===== src/hw/rtl/vap_pkg.sv =====
// vap_pkg: shared types and constants for the vertex attribute layout packer.
// No dependencies; imported by the channel interfaces and the top level.
`timescale 1ns / 1ps

package vap_pkg;

  // Component type codes
  localparam logic [2:0] TYPE_I8     = 3'd0;
  localparam logic [2:0] TYPE_U8     = 3'd1;
  localparam logic [2:0] TYPE_I16    = 3'd2;
  localparam logic [2:0] TYPE_U16    = 3'd3;
  localparam logic [2:0] TYPE_I32    = 3'd4;
  localparam logic [2:0] TYPE_U32    = 3'd5;
  localparam logic [2:0] TYPE_F32    = 3'd6;
  localparam logic [2:0] TYPE_PACKED = 3'd7;

  localparam int unsigned TYPE_W  = 3;
  localparam int unsigned COUNT_W = 5;
  localparam int unsigned BYTES_W = 7;
  localparam int unsigned ALIGN_W = 3;

  localparam logic [BYTES_W-1:0] PACKED_BYTES = 7'd4;
  localparam logic [ALIGN_W-1:0] WIDE_ALIGN   = 3'd4;
  localparam logic [ALIGN_W-1:0] UNIT_ALIGN   = 3'd1;
  localparam logic [COUNT_W-1:0] TRIPLE_COUNT = 5'd3;

  // log2 of the component size in bytes (sizes 1,1,2,2,4,4,4,4)
  function automatic logic [1:0] comp_shift(input logic [TYPE_W-1:0] ctype);
    logic [1:0] sh;
    case (ctype)
      TYPE_I8, TYPE_U8:   sh = 2'd0;
      TYPE_I16, TYPE_U16: sh = 2'd1;
      default:            sh = 2'd2;
    endcase
    return sh;
  endfunction

  function automatic logic count_ok(input logic [COUNT_W-1:0] cnt);
    return ((cnt >= 5'd1) && (cnt <= 5'd4)) || (cnt == 5'd8) ||
           (cnt == 5'd12) || (cnt == 5'd16);
  endfunction

endpackage


===== src/hw/rtl/vap_if.sv =====
// vap_if: valid/ready channel interfaces for attribute items and layout results.
// Depends on vap_pkg for field widths.
`timescale 1ns / 1ps

interface vap_attr_if;
  import vap_pkg::*;
  logic               valid;
  logic               ready;
  logic [TYPE_W-1:0]  component_type;
  logic [COUNT_W-1:0] component_count;
  logic               final_attribute;

  modport source (output valid, component_type, component_count, final_attribute,
                  input ready);
  modport sink   (input valid, component_type, component_count, final_attribute,
                  output ready);
endinterface

interface vap_res_if #(
  parameter int unsigned OFFSET_BITS = 11
);
  import vap_pkg::*;
  logic                   valid;
  logic                   ready;
  logic [OFFSET_BITS-1:0] attribute_offset;
  logic [BYTES_W-1:0]     attribute_bytes;
  logic [OFFSET_BITS-1:0] vertex_stride;
  logic                   layout_done;
  logic                   bad_count;

  modport source (output valid, attribute_offset, attribute_bytes, vertex_stride,
                  layout_done, bad_count, input ready);
  modport sink   (input valid, attribute_offset, attribute_bytes, vertex_stride,
                  layout_done, bad_count, output ready);
endinterface


===== src/hw/rtl/vertex_attribute_layout_packer.sv =====
// vertex_attribute_layout_packer: places vertex attributes at aligned offsets
// and gives the padded stride. Depends on vap_pkg and the channels in vap_if.
`timescale 1ns / 1ps

//  channel   dir   payload
//  attr_i    in    component_type, component_count, final_attribute
//  res_o     out   attribute_offset, attribute_bytes, vertex_stride,
//                  layout_done, bad_count
//
// One attribute per cycle unless res_o stalls, via input and result registers.
// Placement and layout state update in one pass when an item leaves the input
// register. Reset clears both stages and starts a new format at offset 0.
// A stalled result holds; the input register keeps filling until both are full.

module vertex_attribute_layout_packer #(
  parameter int unsigned OFFSET_BITS = 11
) (
  input  logic          clk_i,
  input  logic          rst_ni,
  vap_attr_if.sink      attr_i,
  vap_res_if.source     res_o
);
  import vap_pkg::*;

  localparam int unsigned OW = OFFSET_BITS;
  localparam logic [OW-1:0] OMAX = {OW{1'b1}};

  // input register
  logic               in_vld_q;
  logic [TYPE_W-1:0]  in_type_q;
  logic [COUNT_W-1:0] in_count_q;
  logic               in_final_q;

  // result register
  logic               out_vld_q;
  logic [OW-1:0]      out_offset_q, out_offset_d;
  logic [BYTES_W-1:0] out_bytes_q, out_bytes_d;
  logic [OW-1:0]      out_stride_q, out_stride_d;
  logic               out_done_q;
  logic               out_bad_q, out_bad_d;

  // layout state
  logic [OW-1:0]      run_off_q, run_off_d;
  logic [ALIGN_W-1:0] first_align_q, first_align_d;
  logic               expect_first_q, expect_first_d;

  logic out_load;
  logic in_load;

  assign out_load    = in_vld_q && (!out_vld_q || res_o.ready);
  assign in_load     = attr_i.valid && attr_i.ready;
  assign attr_i.ready = !in_vld_q || out_load;

  // padding helpers
  function automatic logic [OW-1:0] sat_add(input logic [OW-1:0] a,
                                            input logic [OW-1:0] b);
    logic [OW:0] s;
    s = {1'b0, a} + {1'b0, b};
    return s[OW] ? OMAX : s[OW-1:0];
  endfunction

  function automatic logic [OW-1:0] pad_up(input logic [OW-1:0] off,
                                           input logic [ALIGN_W-1:0] align);
    logic [OW-1:0] m;
    m = {{(OW-ALIGN_W){1'b0}}, align - UNIT_ALIGN};
    return sat_add(off, m) & ~m;
  endfunction

  logic [1:0]         csh;
  logic [ALIGN_W-1:0] align;
  logic [ALIGN_W-1:0] stride_align;
  logic [OW-1:0]      end_off;

  always_comb begin
    csh = comp_shift(in_type_q);
    if (in_type_q == TYPE_PACKED) begin
      out_bytes_d = PACKED_BYTES;
      align       = WIDE_ALIGN;
    end else begin
      out_bytes_d = {2'b00, in_count_q} << csh;
      // three small components are aligned to a word boundary
      align = ((in_count_q == TRIPLE_COUNT) && (csh != 2'd2)) ? WIDE_ALIGN
                                                                : (UNIT_ALIGN << csh);
    end
    out_bad_d = !count_ok(in_count_q);

    if (expect_first_q) begin
      out_offset_d  = '0;
      stride_align  = align;
    end else begin
      out_offset_d  = pad_up(run_off_q, align);
      stride_align  = first_align_q;
    end
    end_off = sat_add(out_offset_d, {{(OW-BYTES_W){1'b0}}, out_bytes_d});

    if (in_final_q) begin
      out_stride_d   = pad_up(end_off, stride_align);
      run_off_d      = '0;
      first_align_d  = UNIT_ALIGN;
      expect_first_d = 1'b1;
    end else begin
      out_stride_d   = '0;
      run_off_d      = end_off;
      first_align_d  = stride_align;
      expect_first_d = 1'b0;
    end
  end

  always_ff @(posedge clk_i or negedge rst_ni) begin
    if (!rst_ni) begin
      in_vld_q       <= 1'b0;
      out_vld_q      <= 1'b0;
      run_off_q      <= '0;
      first_align_q  <= UNIT_ALIGN;
      expect_first_q <= 1'b1;
    end else begin
      if (in_load) begin
        in_vld_q <= 1'b1;
      end else if (out_load) begin
        in_vld_q <= 1'b0;
      end
      if (out_load) begin
        out_vld_q      <= 1'b1;
        run_off_q      <= run_off_d;
        first_align_q  <= first_align_d;
        expect_first_q <= expect_first_d;
      end else if (res_o.ready) begin
        out_vld_q <= 1'b0;
      end
    end
  end

  always_ff @(posedge clk_i) begin
    if (in_load) begin
      in_type_q  <= attr_i.component_type;
      in_count_q <= attr_i.component_count;
      in_final_q <= attr_i.final_attribute;
    end
    if (out_load) begin
      out_offset_q <= out_offset_d;
      out_bytes_q  <= out_bytes_d;
      out_stride_q <= out_stride_d;
      out_done_q   <= in_final_q;
      out_bad_q    <= out_bad_d;
    end
  end

  assign res_o.valid            = out_vld_q;
  assign res_o.attribute_offset = out_offset_q;
  assign res_o.attribute_bytes  = out_bytes_q;
  assign res_o.vertex_stride    = out_stride_q;
  assign res_o.layout_done      = out_done_q;
  assign res_o.bad_count        = out_bad_q;

`ifndef SYNTHESIS
  // a closed format leaves clean layout state behind
  a_final_resets: assert property (@(posedge clk_i) disable iff (!rst_ni)
    out_load && in_final_q |=> expect_first_q && (run_off_q == '0))
    else $error("layout state not cleared after final attribute");

  a_idle_state: assert property (@(posedge clk_i) disable iff (!rst_ni)
    expect_first_q |-> (run_off_q == '0) && (first_align_q == UNIT_ALIGN))
    else $error("stale layout state while awaiting first attribute");

  a_stride_only_final: assert property (@(posedge clk_i) disable iff (!rst_ni)
    out_vld_q && !out_done_q |-> (out_stride_q == '0))
    else $error("stride given on a non-final attribute");

  a_no_drop: assert property (@(posedge clk_i) disable iff (!rst_ni)
    in_vld_q && !out_load |=> in_vld_q)
    else $error("pending attribute lost from input register");
`endif

endmodule

===== src/flat_wrapper.sv =====
// flat-port wrapper written by rule: the top's interface ports become plain ports
module vertex_attribute_layout_packer_flat import vap_pkg::*;
#(
  parameter int unsigned OFFSET_BITS = 11
)
  (clk_i, rst_ni, attr_i_valid, attr_i_component_type, attr_i_component_count, attr_i_final_attribute, attr_i_ready, res_o_valid, res_o_attribute_offset, res_o_attribute_bytes, res_o_vertex_stride, res_o_layout_done, res_o_bad_count, res_o_ready);
  vap_attr_if attr_i_i ();
  vap_res_if #(.OFFSET_BITS(OFFSET_BITS)) res_o_i ();
  input  logic clk_i;
  input  logic rst_ni;
  input wire logic [$bits(attr_i_i.valid)-1:0] attr_i_valid;
  input wire logic [$bits(attr_i_i.component_type)-1:0] attr_i_component_type;
  input wire logic [$bits(attr_i_i.component_count)-1:0] attr_i_component_count;
  input wire logic [$bits(attr_i_i.final_attribute)-1:0] attr_i_final_attribute;
  output wire logic [$bits(attr_i_i.ready)-1:0] attr_i_ready;
  output wire logic [$bits(res_o_i.valid)-1:0] res_o_valid;
  output wire logic [$bits(res_o_i.attribute_offset)-1:0] res_o_attribute_offset;
  output wire logic [$bits(res_o_i.attribute_bytes)-1:0] res_o_attribute_bytes;
  output wire logic [$bits(res_o_i.vertex_stride)-1:0] res_o_vertex_stride;
  output wire logic [$bits(res_o_i.layout_done)-1:0] res_o_layout_done;
  output wire logic [$bits(res_o_i.bad_count)-1:0] res_o_bad_count;
  input wire logic [$bits(res_o_i.ready)-1:0] res_o_ready;
  assign attr_i_i.valid = attr_i_valid;
  assign attr_i_i.component_type = attr_i_component_type;
  assign attr_i_i.component_count = attr_i_component_count;
  assign attr_i_i.final_attribute = attr_i_final_attribute;
  assign attr_i_ready = attr_i_i.ready;
  assign res_o_valid = res_o_i.valid;
  assign res_o_attribute_offset = res_o_i.attribute_offset;
  assign res_o_attribute_bytes = res_o_i.attribute_bytes;
  assign res_o_vertex_stride = res_o_i.vertex_stride;
  assign res_o_layout_done = res_o_i.layout_done;
  assign res_o_bad_count = res_o_i.bad_count;
  assign res_o_i.ready = res_o_ready;
  vertex_attribute_layout_packer #(.OFFSET_BITS(OFFSET_BITS)) u_core (.clk_i(clk_i), .rst_ni(rst_ni), .attr_i(attr_i_i), .res_o(res_o_i));
endmodule

===== config.mk =====
export PLATFORM = sky130hd
export DESIGN_NAME = vertex_attribute_layout_packer_flat
export DESIGN_NICKNAME = d
export VERILOG_FILES = /design/src/hw/rtl/vap_pkg.sv /design/src/hw/rtl/vap_if.sv /design/src/hw/rtl/vertex_attribute_layout_packer.sv /design/src/flat_wrapper.sv
export SDC_FILE = /design/constraint.sdc
export NUM_CORES = 1
export LEC_CHECK = 0
export BUFFER_PORTS_ARGS = -buffer_cell sky130_fd_sc_hd__buf_4
export CORE_MARGIN = 5
export CORE_UTILIZATION = 53
export CTS_CLUSTER_DIAMETER = 60
export DETAILED_ROUTE_END_ITERATION = 8
export HOLD_SLACK_MARGIN = 0.12
export PLACE_DENSITY = 0.74
export SYNTH_ARGS = -nofsm -noshare
export SYNTH_HDL_FRONTEND = slang
export SYNTH_SLANG_ARGS = --single-unit

===== constraint.sdc =====
create_clock -name clk_i -period 8 [get_ports clk_i]
set_input_delay 2 -clock clk_i [delete_from_list [all_inputs] [get_ports clk_i]]
set_output_delay 2 -clock clk_i [all_outputs]
set_load 0.05 [all_outputs]

==> flow_summary.toml, run 1 <==
[clock_network]
root_buffer = "clkbuf_8"
cts_hold_buf = 0
cts_setup_buffers = 0
cts_buffers = 9
htreeDepth = 3
cts_resized = 0
clkSinkCount = 57
tritoncts = "yes"
worstSkewPairLatency_ps = 350
ctsLongestPathBuffers = 2
clkTransAtPathRegs_ps = 60

[critical_path]
r2r-end = "u_core.res_o.vertex_stride[6]$_SDFFCE_PN0P_"
critPathKind = "flip-flop to flip-flop"
max_stage_delay_ps = 580
cp_common_cell = "a21oi_1"
worst-path-buf-inv = 2
cp-startpoint = "u_core.in_type_q[2]$_DFFE_PP_"
worstPathArrival_ps = 6790
cp-end-kind = "flip-flop"
crit_path_cell_trace = "or3_1 > ha_1 > xnor2_1 > ha_1 > nand3_2 > a21oi_1 > nand3_1 > a211oi_1 > ha_1 > a21oi_1 > nand4b_1 > a21oi_1 > or2_2 > nand3_1 > nand2b_1 > ha_1 > inv_1 > fa_1 > inv_1 > a21oi_1 > mux2_2 > a21o_1 > a21oi_1"
ff2ff_setup_slack_ps = 1410
path_depth = 23
cp_max_fo = 17
cp_data_required_time_ps = 8200
worstReg2RegStart = "u_core.in_type_q[2]$_DFFE_PP_"
r2r_cells = 23
crit_end = "u_core.res_o.vertex_stride[6]$_SDFFCE_PN0P_"
crit_family = "compound AO/OA/AOI/OAI gates"
startpoint_type = "flip-flop"
cp_slowest_cell = "edfxtp_1"

[cells_and_area]
fill_cells = 529
n_antenna_cell = 0
layout-drive-gt1-share_pct = 21.25
nets = 393
syn2layout_area_growth_pct = 17.06

[synthesis]
synthXorXnorAreaFrac_pct = 2.868
ys.flop_type = "edfxtp_1"
synth_seq_area_share_pct = 48.49
synth_top_family_by_area = "compound AO/OA/AOI/OAI gates"
synthesis.nets = 348
synthCells = 317
muxShareOfSynthArea_pct = 1.527
ys.warnings.count = 0
synth-seq-cells = 57
synthAdderAreaFrac_pct = 7.374
async_reset_ff_share_pct = 29.82
synth.distinct_cells = 62
synth_edf_count = 40
synth_compound_area_share_pct = 20.63
syn_area_per_cell_um2 = 10.60
yosys.area_share.simple_pct = 15.75
synth.cell_area_um2 = 3359

[timing]
tns_ps = 0
rsz0062_at_grt = "false"
tightest_slew_ps = 728.5
period_share_pct = 82.36
holdWs_ps = 501.7
skew_ps = 6.209
relSlewSlack_pct = 51.38
fin_crit_ps = 6589
slew_viol_final = 0
finalSetupViolCount = 0
finalHoldViolations = 0
fmax_mhz = 151.8

[die]
chipWidth_um = 89.62
num_rows = 29
initial_utilization_pct = 53.83
io_pins = 46
die_height_um = 89.62
dieArea_um2 = 8031
core_um2 = 6241

[routing]
antenna_left = 0
drtIter0Drc = 198
dr.pass1.iters = 5
drt_wl_total_um = 7542
drc_errors = 0
viasPerCell = 5.944
wl_per_cell_um = 16.99
vias = 2639

[grt]
antenna_found_initial = 0
gr-total-overflow = 0
grt_util_all_layers_pct = 20.83
grt_pass1_wl_um = 12420
grt_pass1_vias = 2554
grt_max_degree = 22

[place]
globalplace.congestion = 0.9019
dp_hpwl_um = 5578
io_buffers = 45

[power_and_ir_drop]
design_power_total_w = 0.001050
p_leak_nw = 1.646
vdd_drop_max_uv = 150.7
powerDensity_nw_per_um2 = 267.1

[worst_hold_path]
min_path_type = "flip-flop to flip-flop"

[run_status]
status = "complete, no violations"

[flow_run]
max_cap_viol_count = 0
-- where the power goes --
group | internal (W) | total [W] | switching [W]
combinational | 0.000141 | 0.000401 | 0.000259
clock | 0.000139 | 0.000255 | 0.000116
sequential | 0.000365 | 0.000395 | 0.0000297
-- worst min-delay path by stage --
stage                                                    from                                   to  slack (ps)  cells past startpoint
after floorplan           u_core.first_align_q[1]$_DFFE_PN0P_  u_core.first_align_q[1]$_DFFE_PN0P_         450                      2
after CTS                 u_core.first_align_q[1]$_DFFE_PN0P_  u_core.first_align_q[1]$_DFFE_PN0P_         500                      2
after global routing      u_core.first_align_q[0]$_DFFE_PN1P_  u_core.first_align_q[0]$_DFFE_PN1P_         520                      1
after detailed placement  u_core.first_align_q[1]$_DFFE_PN0P_  u_core.first_align_q[1]$_DFFE_PN0P_         480                      2
final                     u_core.first_align_q[1]$_DFFE_PN0P_  u_core.first_align_q[1]$_DFFE_PN0P_         500                      2
after global placement    u_core.first_align_q[1]$_DFFE_PN0P_  u_core.first_align_q[1]$_DFFE_PN0P_         470                      2
-- through the flow --
| step | cell area [um^2] | utilization, % | cells | setup WS (ps) |
|---|---|---|---|---|
| 2_1_floorplan | 3359 | - | 317 | 2028 |
| 3_3_place_gp | 3749 | 60.06 | 428 | 1758 |
| 3_5_place_dp | 3749 | 60.06 | 428 | 1505 |
| 4_1_cts | 3933 | 63.01 | 444 | 1488 |
| 5_1_grt | 3933 | 63.01 | 444 | 795.0 |
| 6_report | 3933 | 63.01 | 444 | 1411 |
-- layout make-up --
cell class / count / area [um^2] / share of cell area [%]
sequential: 57 / 1629 / 41.43
multi-input combinational: 232 / 1618 / 41.14
timing repair buffer: 46 / 345.3 / 8.781
clock buffer: 14 / 173.9 / 4.423
tap: 77 / 96.34 / 2.450
inverter: 16 / 60.06 / 1.527
clock inverter: 2 / 10.01 / 0.2545
-- cell families after synthesis --
| group | count (synthesis) |
|---|---|
| xor gates and xnor gates | 11 |
| AOI/OAI and AO/OA | 98 |
| and+or+nand+nor | 100 |
| muxes | 5 |
| buffers and inverters | 28 |
| DFF | 57 |
| adders and majority gates | 18 |
-- synthesized netlist by cell type (all sizes together) (7+ instances only) --
cell type  number  area share (%)
a21oi          21             3.2
ha             15             5.6
edfxtp         40              36
xnor2           7             1.8
clkbuf         10             1.1
a21o            7             1.6
nor3           12             1.8
inv            16             1.8
dfrtp          15              11
nor2           23             2.6
o21ai          19             2.8
a211oi         13             3.5
nand2          22             2.5
-- sequential cells by signal, indices dropped and copies added, names as in the netlist --
name	count
u_core.in_count_q	5
u_core.res_o.valid	1
u_core.res_o.bad_count	1
u_core.expect_first_q	1
u_core.in_type_q	3
u_core.res_o.vertex_stride	11
u_core.in_vld_q	1
u_core.first_align_q	3
u_core.in_final_q	1
u_core.res_o.attribute_bytes	7
u_core.res_o.attribute_offset	11
u_core.run_off_q	11
u_core.res_o.layout_done	1
-- tightest hold or removal path, delay by kind of cell, from the launching register on --
kind             cells  cell delay (ps)
flip-flops           1              340
AO/OA/AOI/OAI        1               80
AND/OR/NAND/NOR      1               50
-- routing by layer --
| metal | vias to the layer above | track usage, % | routed length (um) |
|---|---|---|---|
| met3 | 16 | 5.383 | 444 |
| li1 | 1282 | - | - |
| met4 | 0 | 8.931 | 154 |
| met1 | 1266 | 27.41 | 3284 |
| met5 | - | 0 | 0 |
| met2 | 75 | 32.65 | 3658 |
-- placed cells by master (no fill, tap or decap), types with 3 or more instances in the layout --
cell      Yosys  layout
a211oi_1      9       9
a211oi_2      4       4
a21o_1        7       7
a21oi_1      20      20
a22o_1        6       6
a31oi_1       4       4
and2_1        3       3
and3_1        4       4
buf_4         0      46
clkbuf_1     10       3
clkbuf_8      0      10
dfrtp_1      15      15
edfxtp_1     40      40
fa_1          3       3
ha_1         15      15
inv_1        16      16
mux2i_1       4       4
nand2_1      22      22
nand2b_1      6       6
nand3_1       5       5
nor2_1       23      23
nor2b_1       4       4
nor3_1       12      12
o21a_1        4       4
o21ai_0      19      19
or2_2         3       3
or3_1         3       3
xnor2_1       7       7
xor2_1        4       4
No activity file was read; power rests on OpenSTA's default activity.
==> run 2, diff against run 1 <==
==> constraint.sdc (replaced) <==
create_clock -name clk_i -period 6.2 [get_ports clk_i]
set_input_delay 1.55 -clock clk_i [delete_from_list [all_inputs] [get_ports clk_i]]
set_output_delay 1.55 -clock clk_i [all_outputs]
set_load 0.05 [all_outputs]
==> flow_summary.toml, run 2 (same netlist as run 1, synthesis figures left out) <==
[clock_network]
cts_buffers = 9
cts_resized = 0
worstSkewPairLatency_ps = 340
cts_setup_buffers = 0
root_buffer = "clkbuf_8"
clkSinkCount = 57
ctsLongestPathBuffers = 2
tritoncts = "yes"
clkTransAtPathRegs_ps = 70
htreeDepth = 3
cts_hold_buf = 0

[timing]
fmax_mhz = 171.1
slew_viol_final = 0
setup_slack_ps = 354.8
finalHoldViolations = 0
period_share_pct = 94.28
skew_ps = 8.555
fin_crit_ps = 5845
relSlewSlack_pct = 36.06
finalSetupViolCount = 0
tightest_slew_ps = 958.0
tns_ps = 0

[place]
dp_slack_ps = 226.9
dp.cells = 432
io_buffers = 45
postPlaceCellArea_um2 = 3779
dp_hpwl_um = 5733
globalplace.congestion = 0.9076

[grt]
grt_pass1_vias = 2575
grt_util_all_layers_pct = 21.12
grt_max_degree = 25
grt_pass1_wl_um = 12570
gr-total-overflow = 0
antenna_found_initial = 0

[die]
dieArea_um2 = 8031
core_um2 = 6241
io_pins = 46
chipWidth_um = 89.62
initial_utilization_pct = 53.83
die_height_um = 89.62
num_rows = 29

[cells_and_area]
layout-drive-gt1-share_pct = 23.99
layout.cells.non_filler = 448
final_area_um2 = 4016
n_antenna_cell = 0
final_common_cell = "buf_4"
nets = 397
syn2layout_area_growth_pct = 19.55
final_cell_mix = "buf_4, edfxtp_1, nand2_1"

[worst_hold_path]
hold_depth = 2
min_path_type = "flip-flop to flip-flop"

[critical_path]
startpoint_type = "flip-flop"
r2r_cells = 24
max_stage_delay_ps = 560
cp_slowest_cell = "or4_4"
cp_max_fo = 6
crit_family = "simple AND/OR/NAND/NOR gates"
worstPathArrival_ps = 6020
ff2ff_setup_slack_ps = 350
cp-end-kind = "flip-flop"
crit_path_cell_trace = "nor2_2 > nand3_1 > nor2_1 > or3_1 > ha_1 > xnor2_1 > ha_2 > nand3_2 > a21oi_4 > nand3_2 > a21oi_2 > ha_1 > a21o_1 > a21oi_1 > a21oi_1 > or2_2 > and3_1 > nor2_2 > inv_1 > ha_1 > a21o_1 > a21oi_1 > or4_4 > a211oi_2"
worst-path-buf-inv = 1
path_depth = 24
critPathKind = "flip-flop to flip-flop"
cp_data_required_time_ps = 6380

[power_and_ir_drop]
combinationalPowerShare_pct = 39.2
p_clk_share_pct = 24.3
switchingPower_w = 0.0005349
internal_power_w = 0.0008615
design_power_total_w = 0.001396
swShare_pct = 38.31
p_leak_nw = 1.670
powerDensity_nw_per_um2 = 347.7
p_seq_share_pct = 36.6
vdd_drop_max_uv = 216.8

[routing]
drtIter0Drc = 179
vias = 2715
drc_errors = 0
drt_wl_total_um = 7865
wl_per_cell_um = 17.56
antenna_left = 0
dr.pass1.iters = 5
viasPerCell = 6.060

[flow_run]
max_cap_viol_count = 0

[run_status]
status = "complete, no violations"
[run 2: cell types whose count changed in the layout (fill, tap and decap cells not counted), sizes merged]
cell | before | now
buf | 46 | 50
clkinv | 2 | 3
clkbuf | 14 | 12
bufinv | 0 | 1
[run 2: per-stage QoR]
stage	hold WS [ps]	utilization (%)
after floorplan	450.2	-
after global placement	477.4	60.55
after detailed placement	477.6	60.55
after CTS	491.0	63.57
after global routing	528.9	64.35
final	485.2	64.35
[run 2: layout make-up]
| class | instances | area (um^2) |
|---|---|---|
| Clock buffer | 12 | 145.1 |
| Clock inverter | 4 | 43.79 |
| Fill cell | 504 | 2225 |
| Inverter | 16 | 60.06 |
| Multi-Input combinational cell | 232 | 1667 |
| Sequential cell | 57 | 1629 |
| Tap cell | 77 | 96.34 |
| Timing Repair Buffer | 50 | 375.4 |
[run 2: per-layer routing]
| layer | vias to the layer above | wire length, um | global-route usage (%) |
|---|---|---|---|
| met5 | - | 0 | 0 |
| met4 | 0 | 212 | 9.202 |
| met3 | 22 | 387 | 4.745 |
| met2 | 83 | 3734 | 33.64 |
| met1 | 1313 | 3531 | 27.67 |
| li1 | 1297 | - | - |
[run 2: power groups by stage]
| stage | registers (W) | logic [W] | clock network (W) |
|---|---|---|---|
| floorplan | 0.000596 | 0.000299 | 0 |
| global placement | 0.000515 | 0.000515 | 0 |
| detailed placement | 0.000517 | 0.000524 | 0 |
| CTS | 0.000509 | 0.000529 | 0.000342 |
| global route | 0.000517 | 0.000593 | 0.000366 |
| finish | 0.000511 | 0.000547 | 0.000339 |
[run 2: worst paths after layout]
path | to | startpoint
max | u_core.res_o.vertex_stride[1]$_SDFFCE_PN0P_ | u_core.in_count_q[3]$_DFFE_PP_
min | u_core.first_align_q[1]$_DFFE_PN0P_ | u_core.first_align_q[1]$_DFFE_PN0P_
max reg2reg | u_core.res_o.vertex_stride[1]$_SDFFCE_PN0P_ | u_core.in_count_q[3]$_DFFE_PP_
min reg2reg | u_core.first_align_q[1]$_DFFE_PN0P_ | u_core.first_align_q[1]$_DFFE_PN0P_
max in group asynchronous | u_core.first_align_q[0]$_DFFE_PN1P_ | rst_ni
min in group asynchronous | u_core.res_o.valid$_DFFE_PN0P_ | rst_ni
[run 2: worst register-to-register path, stage by stage, from the launching register on]
cell      delay, ps
edfxtp_1        440
nor2_2           80
nand3_1          80
nor2_1           60
or3_1           380
ha_1            220
xnor2_1         160
ha_2            420
nand3_2         170
a21oi_4         220
nand3_2         180
a21oi_2         230
ha_1            300
a21o_1          190
a21oi_1         230
a21oi_1         150
or2_2           370
and3_1          250
nor2_2          180
inv_1            60
ha_1            270
a21o_1          120
a21oi_1         120
or4_4           560
a211oi_2        240
==> run 3, diff against run 2 <==
--- a/config.mk
+++ b/config.mk
@@ -5,13 +5,13 @@
 export SDC_FILE = /design/constraint.sdc
 export NUM_CORES = 1
 export LEC_CHECK = 0
-export BUFFER_PORTS_ARGS = -buffer_cell sky130_fd_sc_hd__buf_4
 export CORE_MARGIN = 5
 export CORE_UTILIZATION = 53
 export CTS_CLUSTER_DIAMETER = 60
 export DETAILED_ROUTE_END_ITERATION = 8
+export DONT_BUFFER_PORTS = 1
 export HOLD_SLACK_MARGIN = 0.12
-export PLACE_DENSITY = 0.74
+export PLACE_DENSITY = 0.68
 export SYNTH_ARGS = -nofsm -noshare
 export SYNTH_HDL_FRONTEND = slang
 export SYNTH_SLANG_ARGS = --single-unit
==> flow_summary.toml, run 3 (same netlist as run 1, synthesis figures left out) <==
[timing]
fin_crit_ps = 5711
tns_ps = 0
fmax_mhz = 175.1
finalHoldViolations = 0
period_share_pct = 92.11
rsz0062_at_grt = "false"
finalSetupViolCount = 0
tightest_slew_ps = 618.0
holdWs_ps = 492.6
slew_viol_final = 0
skew_ps = 9.119
relSlewSlack_pct = 58.76

[clock_network]
clkTransAtPathRegs_ps = 70
cts_setup_buffers = 0
tritoncts = "yes"
cts_buffers = 9
worstSkewPairLatency_ps = 340
root_buffer = "clkbuf_8"
ctsLongestPathBuffers = 2
clkSinkCount = 57
htreeDepth = 3

[power_and_ir_drop]
design_power_total_w = 0.001359
p_leak_nw = 1.455
powerDensity_nw_per_um2 = 368.9
vdd_drop_max_uv = 189.6

[worst_hold_path]
hold_depth = 1
min_path_type = "flip-flop to flip-flop"

[grt]
antenna_found_initial = 0
gr-total-overflow = 0
grt_util_all_layers_pct = 20.69
grt_pass1_wl_um = 12320
grt_pass1_vias = 2508
grt_max_degree = 23

[cells_and_area]
n_antenna_cell = 0
final_cell_mix = "edfxtp_1, nor2_1, nand2_1"
nets = 352
final_common_cell = "edfxtp_1"
layout-drive-gt1-share_pct = 13.19
syn2layout_area_growth_pct = 9.646

[routing]
dr.pass1.iters = 5
wl_met1_um = 3413
drc_errors = 0
antenna_left = 0
viasPerCell = 6.325
highest_layer = "met4"
wl_per_cell_um = 18.83
met2_length_um = 3652
drt_wl_total_um = 7590
route.met3.wl_um = 333
vias = 2549
drtIter0Drc = 166

[run_status]
status = "complete, no violations"

[place]
globalplace.congestion = 0.9292
dp_hpwl_um = 5672
io_buffers = 0

[critical_path]
path_depth = 24
worst-path-buf-inv = 1
cp-end-kind = "flip-flop"
cp_data_required_time_ps = 6380
worstPathArrival_ps = 5890
cp_slowest_cell = "or4_4"
startpoint_type = "flip-flop"
crit_family = "simple AND/OR/NAND/NOR gates"
crit_path_cell_trace = "nor2_1 > nand3_1 > nor2_1 > or3_1 > ha_1 > xnor2_1 > ha_2 > nand3_2 > a21oi_4 > nand3_2 > a211oi_1 > ha_1 > a21oi_1 > nand4b_1 > a21oi_1 > or2_2 > and3_1 > nor2_2 > inv_1 > ha_1 > a21o_1 > a21oi_1 > or4_4 > a211oi_2"
critPathKind = "flip-flop to flip-flop"
r2r_cells = 24
max_stage_delay_ps = 560
cp_max_fo = 6

[die]
initial_utilization_pct = 53.83
dieArea_um2 = 8031
die_height_um = 89.62
core_um2 = 6241
num_rows = 29
chipWidth_um = 89.62
io_pins = 46

[flow_run]
max_cap_viol_count = 0
-- run 3: cell count changes in the layout (fill, tap and decap cells not counted) --
cell	delta
a211oi_1	+1
a211oi_2	-1
a21oi_1	-1
a21oi_2	+1
buf_4	-45
clkbuf_8	+1
clkinv_2	-1
nor2_1	+1
nor2_2	-1
-- run 3: final cells by class --
type | count | area [um^2]
Tap cell | 77 | 96.34
Inverter | 16 | 60.06
Fill cell | 530 | 2557
Clock buffer | 13 | 158.9
Clock inverter | 3 | 38.79
Sequential cell | 57 | 1629
Timing Repair Buffer | 5 | 37.54
Multi-Input combinational cell | 232 | 1663
-- run 3: worst paths after layout --
check                                                    start                                           to  slack, ps
max in group asynchronous                               rst_ni          u_core.first_align_q[0]$_DFFE_PN1P_       5120
worst min-delay path               u_core.in_vld_q$_DFFE_PN0P_               u_core.res_o.valid$_DFFE_PN0P_        490
min in group asynchronous                               rst_ni               u_core.res_o.valid$_DFFE_PN0P_        900
worst min register to register     u_core.in_vld_q$_DFFE_PN0P_               u_core.res_o.valid$_DFFE_PN0P_        490
worst max register to register  u_core.in_count_q[3]$_DFFE_PP_  u_core.res_o.vertex_stride[0]$_SDFFCE_PN0P_        490
worst max-delay path            u_core.in_count_q[3]$_DFFE_PP_  u_core.res_o.vertex_stride[0]$_SDFFCE_PN0P_        490
-- run 3: worst reg2reg max path, delay by kind of cell, from the launching register on --
family	cells	cell delay [ps]
simple gates	11	2430
buf+inv	1	70
compound gates	7	1290
xor+xnor	1	140
flops	1	420
fa+ha+maj	4	1200
-- run 3: metrics by stage --
stage               instances  setup slack, ps  instance area [um^2]  utilization, %
finish                    403            488.9                  3684           59.02
detailed placement        387            163.0                  3441           55.13
global placement          387            367.8                  3441           55.13
floorplan                 317            228.2                  3359               -
global route              403            22.09                  3684           59.02
CTS                       403            124.5                  3638           58.30
-- run 3: metal layers --
metal | vias to the layer above | GRT usage, %
li1 | 1210 | -
met2 | 74 | 32.91
met5 | - | 0
met1 | 1251 | 26.78
met3 | 14 | 4.653
met4 | 0 | 9.878
-- run 3: timing repair --
item / in CTS / in global routing
setup endpoints to repair: 0 / 11
hold buffers: 0 / 0
resized for setup: 0 / 9
-- run 3: power by group --
| group | leakage (nW) | total [W] | internal (W) | switching (W) |
|---|---|---|---|---|
| clock network | 0.101 | 0.000347 | 0.000206 | 0.000142 |
| registers | 0.611 | 0.000609 | 0.000474 | 0.000135 |
| logic | 0.742 | 0.000402 | 0.000159 | 0.000243 |
| total | 1.45 | 0.00136 | 0.000840 | 0.000519 |
